$ cat src/design/flow_table_counter_expiry_core_macros.svh
// assertion macros shared by the flow table design files
// no dependencies
`ifndef FLOW_TABLE_COUNTER_EXPIRY_CORE_MACROS_SVH
`define FLOW_TABLE_COUNTER_EXPIRY_CORE_MACROS_SVH

// implication checked on every clock edge outside reset
`define FTCE_ASSERT_IMP(label, clk, rst_n, cond, prop, msg) \
	label: assert property (@(posedge clk) disable iff (!rst_n) (cond) |-> (prop)) \
		else $error(msg);

// next-cycle implication
`define FTCE_ASSERT_NEXT(label, clk, rst_n, cond, prop, msg) \
	label: assert property (@(posedge clk) disable iff (!rst_n) (cond) |=> (prop)) \
		else $error(msg);

`endif

$ cat src/design/ftce_pkg.sv
// shared types and constants for the flow table counter expiry core
// no dependencies
package ftce_pkg;
	localparam logic [1:0] ST_HIT   = 2'd0;
	localparam logic [1:0] ST_NEW   = 2'd1;
	localparam logic [1:0] ST_FULL  = 2'd2;
	localparam logic [1:0] ST_SWEEP = 2'd3;
	localparam logic [7:0] PROTO_TCP = 8'd6;
	localparam logic [7:0] PROTO_UDP = 8'd17;
	localparam logic [31:0] EXPIRE_RESET = 32'd300;
	localparam logic [31:0] PKT_MAX  = 32'hFFFF_FFFF;
	localparam logic [39:0] BYTE_MAX = 40'hFF_FFFF_FFFF;

	// controller to datapath
	typedef struct packed {
		logic load;     // capture the item
		logic scan_rd;  // issue a read at the scan index
		logic scan_chk; // check registered read data
		logic idx_clr;
		logic finish;   // write back and report
	} ftce_cmd_t;

	// datapath to controller
	typedef struct packed {
		logic last_idx; // read issued this cycle is at the last entry
	} ftce_sts_t;
endpackage

$ cat src/design/ftce_ctrl.sv
// scan controller: sequences capture, table scan and report
// depends on ftce_pkg and the macros header
`include "flow_table_counter_expiry_core_macros.svh"
module ftce_ctrl (
	input  logic clk,
	input  logic arst_n,
	input  logic start,
	output logic busy,
	output ftce_pkg::ftce_cmd_t cmd,
	input  ftce_pkg::ftce_sts_t sts
);
	import ftce_pkg::*;

	localparam logic [2:0] S_IDLE = 3'd0;
	localparam logic [2:0] S_SCAN = 3'd1;
	localparam logic [2:0] S_TAIL = 3'd2;
	localparam logic [2:0] S_FIN  = 3'd3;
	localparam logic [2:0] S_OUT  = 3'd4;

	logic [2:0] state_q, state_d;
	logic chk_q;

	always_comb begin
		state_d = state_q;
		cmd = '0;
		cmd.scan_chk = chk_q;
		unique case (state_q)
			S_IDLE: begin
				if (start) begin
					cmd.load = 1'b1;
					cmd.idx_clr = 1'b1;
					state_d = S_SCAN;
				end
			end
			S_SCAN: begin
				cmd.scan_rd = 1'b1;
				if (sts.last_idx) state_d = S_TAIL;
			end
			S_TAIL: state_d = S_FIN;
			S_FIN: begin
				cmd.finish = 1'b1;
				state_d = S_OUT;
			end
			S_OUT: state_d = S_IDLE;
			default: state_d = S_IDLE;
		endcase
	end

	assign busy = (state_q != S_IDLE);

	always_ff @(posedge clk or negedge arst_n) begin
		if (!arst_n) begin
			state_q <= S_IDLE;
			chk_q <= 1'b0;
		end else begin
			state_q <= state_d;
			chk_q <= cmd.scan_rd;
		end
	end

	`FTCE_ASSERT_NEXT(a_start_busy, clk, arst_n, start && !busy, busy, "start not taken")
	`FTCE_ASSERT_IMP(a_fin_once, clk, arst_n, cmd.finish, !cmd.scan_rd, "finish in scan")
	`FTCE_ASSERT_IMP(a_idle_quiet, clk, arst_n, !busy, !cmd.scan_chk && !cmd.finish,
		"activity when idle")
endmodule

$ cat config.mk
export PLATFORM = sky130hd
export DESIGN_NAME = ftce_ctrl
export DESIGN_NICKNAME = d
export VERILOG_FILES = /design/src/design/ftce_pkg.sv /design/src/design/ftce_ctrl.sv
export VERILOG_INCLUDE_DIRS = /design/src /design/src/design
export SDC_FILE = /design/constraint.sdc
export NUM_CORES = 1
export LEC_CHECK = 0
export CAP_MARGIN = 15
export CORE_AREA = 2 2 39 41
export CTS_CLUSTER_DIAMETER = 30
export DETAILED_ROUTE_END_ITERATION = 8
export DIE_AREA = 0 0 41 43
export DONT_BUFFER_PORTS = 1
export PLACE_DENSITY = 0.36
export SYNTH_ARGS = -nofsm -noshare
export SYNTH_HDL_FRONTEND = slang
export SYNTH_SLANG_ARGS = --single-unit
$ cat constraint.sdc
create_clock -name clk -period 1.15 [get_ports clk]
set_clock_uncertainty 0.1 [all_clocks]
set_input_delay 0.1725 -clock clk [delete_from_list [all_inputs] [get_ports clk]]
set_output_delay 0.1725 -clock clk [all_outputs]
set_load 0.05 [all_outputs]
## After elaboration in Yosys (flattened, before gate mapping)

Index checks and enable logic that the tools add are counted.

| storage, ports and cells | value |
|---|---|
| input bits | 4 |
| flip-flop bits (word level) | 4 |
| output and inout bits | 6 |
| logic and storage cells | 17 |

| operators by class | value |
|---|---|
| multiplexer cells | 7 |
| reductions and logical operators | 3 |
| equality and inequality tests | 5 |

Operator list:

| kind | number |
|---|---|
| $pmux 3 s4 | 1 |
| $eq 3x2->1 const B | 2 |
| $mux 3 | 2 |
| $mux 1 | 4 |
| $ne 2x2->1 const B | 2 |
| $eq 3x1->1 const B | 1 |
| $logic_not 3->1 | 1 |
| $reduce_bool 3->1 | 1 |
| $reduce_and 2->1 | 1 |

## Logic depth before layout (Yosys ltp)

| depth | value |
|---|---|
| depth in word-level cells | 3 |
| gate-level depth with buffers | 3 |
| depth with buffers taken out | 2 |

## Worst setup path before layout

Ideal clock, no wire load.

| timing path | value |
|---|---|
| kind | flip-flop to output port |
| start | reg state_q[0] |
| end | out cmd[4] in the netlist's numbering |
| path buffers | 1 |
| data required time | 877 ps |
| path slack | -1234 ps |
| arrival | 2111 ps |
| cell stages (with the launch flop) | 4 |
| cells stage by stage | dfrtp_1 or3_1 nor2_1 buf_4 |

RTL lines:

| item | line | RTL |
|---|---|---|
| from (decl) | ftce_ctrl.sv:20 | `logic [2:0] state_q, state_d;` |
| from (signal assigned) | ftce_ctrl.sv:56 | `state_q <= state_d;` |
| to (decl) | ftce_ctrl.sv:9 | `output ftce_pkg::ftce_cmd_t cmd,` |

==> flow_metrics.tcl <==
set metrics [dict create \
    status "complete, but fails checks" \
    violations "setup timing" \
    finalCritPeriodShare_pct 135 \
    cts_tree "yes" \
    tightest_slew_ns 0.192 \
    die-height_um 43 \
    drt-total-wl_um 531 \
    start_util_pct 13.6 \
    die_w_um 41 \
    yosys_register_bits 4 \
    rsz0062_at_grt "yes" \
    critPathMaxFanout 2 \
    fmax_mhz 644 \
    vias 193 \
    drtIter0Drc 0 \
    slew_violations 0 \
    worstPathCellList "or3_4 -> nor2_4 -> buf_12" \
    min_period_ns 1.55 \
    setup_violations 7 \
    required_ns 0.88 \
    layout.nets 40 \
    dp_hpwl_um 343 \
    diodes 0 \
    drt-pass1-iter-count 1 \
    min_from "sts" \
    crit_family "simple AND/OR/NAND/NOR gates" \
    globalplace.congestion 0.608 \
    r2r-start "state_q[1]$_DFFE_PN0P_" \
    cts.sinks 4 \
    cts_buffers 3 \
    ant_nets 0 \
    end_kind "output port" \
    max-cap-violations 0 \
    post_route_cells_drive_above_1_share_pct 61.8 \
    worst-path-buf-inv 1 \
    clockRootBuffer "clkbuf_4" \
    setup_ws_ns -0.404 \
    drt-wirelength-per-cell_um 10.6 \
    ys_seq_area_share_pct 53.3 \
    grt_max_degree 7 \
    areaGrowthSynthToFinish_pct 121 \
    drc 0 \
    min_path_type "input port to register" \
    clock_path_buffers 2 \
    wl_met1_um 154 \
    viasPerCell 3.86 \
    io_buffers 0 \
    slowest_delay_ns 0.40 \
    dieArea_sq_um 1760 \
    dr.max_layer_used "met4" \
    max-slew-margin-rel_pct 87.1 \
    wl_met3_um 14 \
    clk_transition_reported_paths_ns 0.04 \
    hold_viol_final 0 \
    cp.arrival_ns 1.28 \
    h-tree-depth 1 \
    cp-startpoint "state_q[0]$_DFFE_PN0P_" \
    avgSynthCellArea_sq_um 9.88 \
    pre_cts_ws_ns -0.189 \
    grt_first_pass_wirelength_um 945 \
    core_sq_um 1380 \
    grt_pass1_vias 225 \
    fillers 150 \
    critPathSlowestCell "or3_4" \
    rows 14 \
    overflow 0 \
    synth_cell_types 12 \
    io_pins 10 \
    synthesis.nets 23 \
    worstSetupPathType "register to output port" \
    grtUsageTotal_pct 9.37 \
    antenna_found_initial 0 \
    worst_skew_pair.late_latency_ns 0.23 \
    yosysWarningCount 0 \
    dr_wl_met2_um 343 \
    postSynthCellCount 19 \
    syn_area_sq_um 188 \
    cp-start-kind "register" \
]
-- area by class of cell --
type                            instances  area, sq um  share of cell area [%]
Timing Repair Buffer                   14          160                    38.7
Sequential cell                         4          100                    24.2
Inverter                                1         3.75                   0.906
Multi-Input combinational cell         12          108                    26.0
Tap cell                               16         20.0                    4.83
Clock buffer                            3         22.5                    5.44
-- layout by cell type, fill, tap and decap left out --
cell | Yosys | routed
inv_1 | 1 | 1
buf_12 | 0 | 3
or3_4 | 0 | 1
nor2_1 | 3 | 1
dlygate4sd3_1 | 0 | 1
a21oi_1 | 2 | 2
buf_4 | 2 | 6
o21bai_1 | 1 | 1
clkbuf_4 | 0 | 3
nor3b_4 | 0 | 1
nor2_4 | 0 | 2
buf_6 | 0 | 4
dfrtp_1 | 4 | 4
or3b_1 | 1 | 1
nand2b_1 | 1 | 1
nand2_4 | 0 | 1
nand3b_1 | 1 | 1
-- synth_stat cells --
master,number,area [sq um]
o21bai_1,1,7.51
nor3b_1,1,7.51
nand2_1,1,3.75
or3b_1,1,8.76
nand3b_1,1,7.51
dfrtp_1,4,100
or3_1,1,6.26
inv_1,1,3.75
buf_4,2,15.0
a21oi_1,2,10.0
nor2_1,3,11.3
nand2b_1,1,6.26
-- kinds of logic after synthesis --
kind of cell	synth area share [%]
DFF	53.3
buffers and inverters	10.0
AOI/OAI and AO/OA	9.34
and+or+nand+nor	27.3
-- stage by stage --
step	cell area (sq um)	setup TNS [ns]	hold WS [ns]	util [%]	cells
2_1_floorplan	216	-1.48	-0.223	-	19
3_3_place_gp	303	-0.513	-0.223	21.9	41
3_5_place_dp	303	-0.573	-0.223	21.9	41
4_1_cts	414	-2.17	0.000875	29.9	50
5_1_grt	414	-2.40	0.000248	29.9	50
6_report	414	-2.06	0.00826	29.9	50
-- state kept, by name, indices dropped and copies added, names as in the netlist --
signal / flops
state_q: 3
chk_q: 1
-- path summary, 6_finish.rpt --
kind | slack, ns | end | cells past startpoint
worst max-delay path | -0.40 | cmd[4] | 3
worst min register to register | 0.46 | chk_q$_DFF_PN0_ | 2
max in group asynchronous | 0.67 | state_q[2]$_DFFE_PN0P_ | 1
worst max register to register | -0.21 | state_q[0]$_DFFE_PN0P_ | 5
worst min-delay path | 0.008 | state_q[0]$_DFFE_PN0P_ | 2
min in group asynchronous | 0.11 | state_q[0]$_DFFE_PN0P_ | 1
-- worst register-to-register path, delay by kind of cell (launching register included) --
| kind | cells | cell delay (ns) |
|---|---|---|
| AO/OA/AOI/OAI | 1 | 0.12 |
| buffers and inverters | 3 | 0.36 |
| flip-flops | 1 | 0.36 |
| AND/OR/NAND/NOR | 1 | 0.34 |
-- layer usage --
layer  global-route usage (%)  vias to the layer above
met5                        0                        -
met4                     12.0                        0
met3                     4.71                        2
met2                     13.4                        4
met1                     7.47                       95
li1                         -                       92
-- repair_timing --
action,4_1_cts,5_1_grt
buffers inserted,6,0
pin swaps,7,1
setup endpoints to repair,6,7
hold buffers,1,0
gates resized for setup,7,0
hold endpoints to repair,4,0
Power is left out: the tool's default activity adds up to more than one toggle a clock period on the data nets, which glitch-free logic cannot reach.
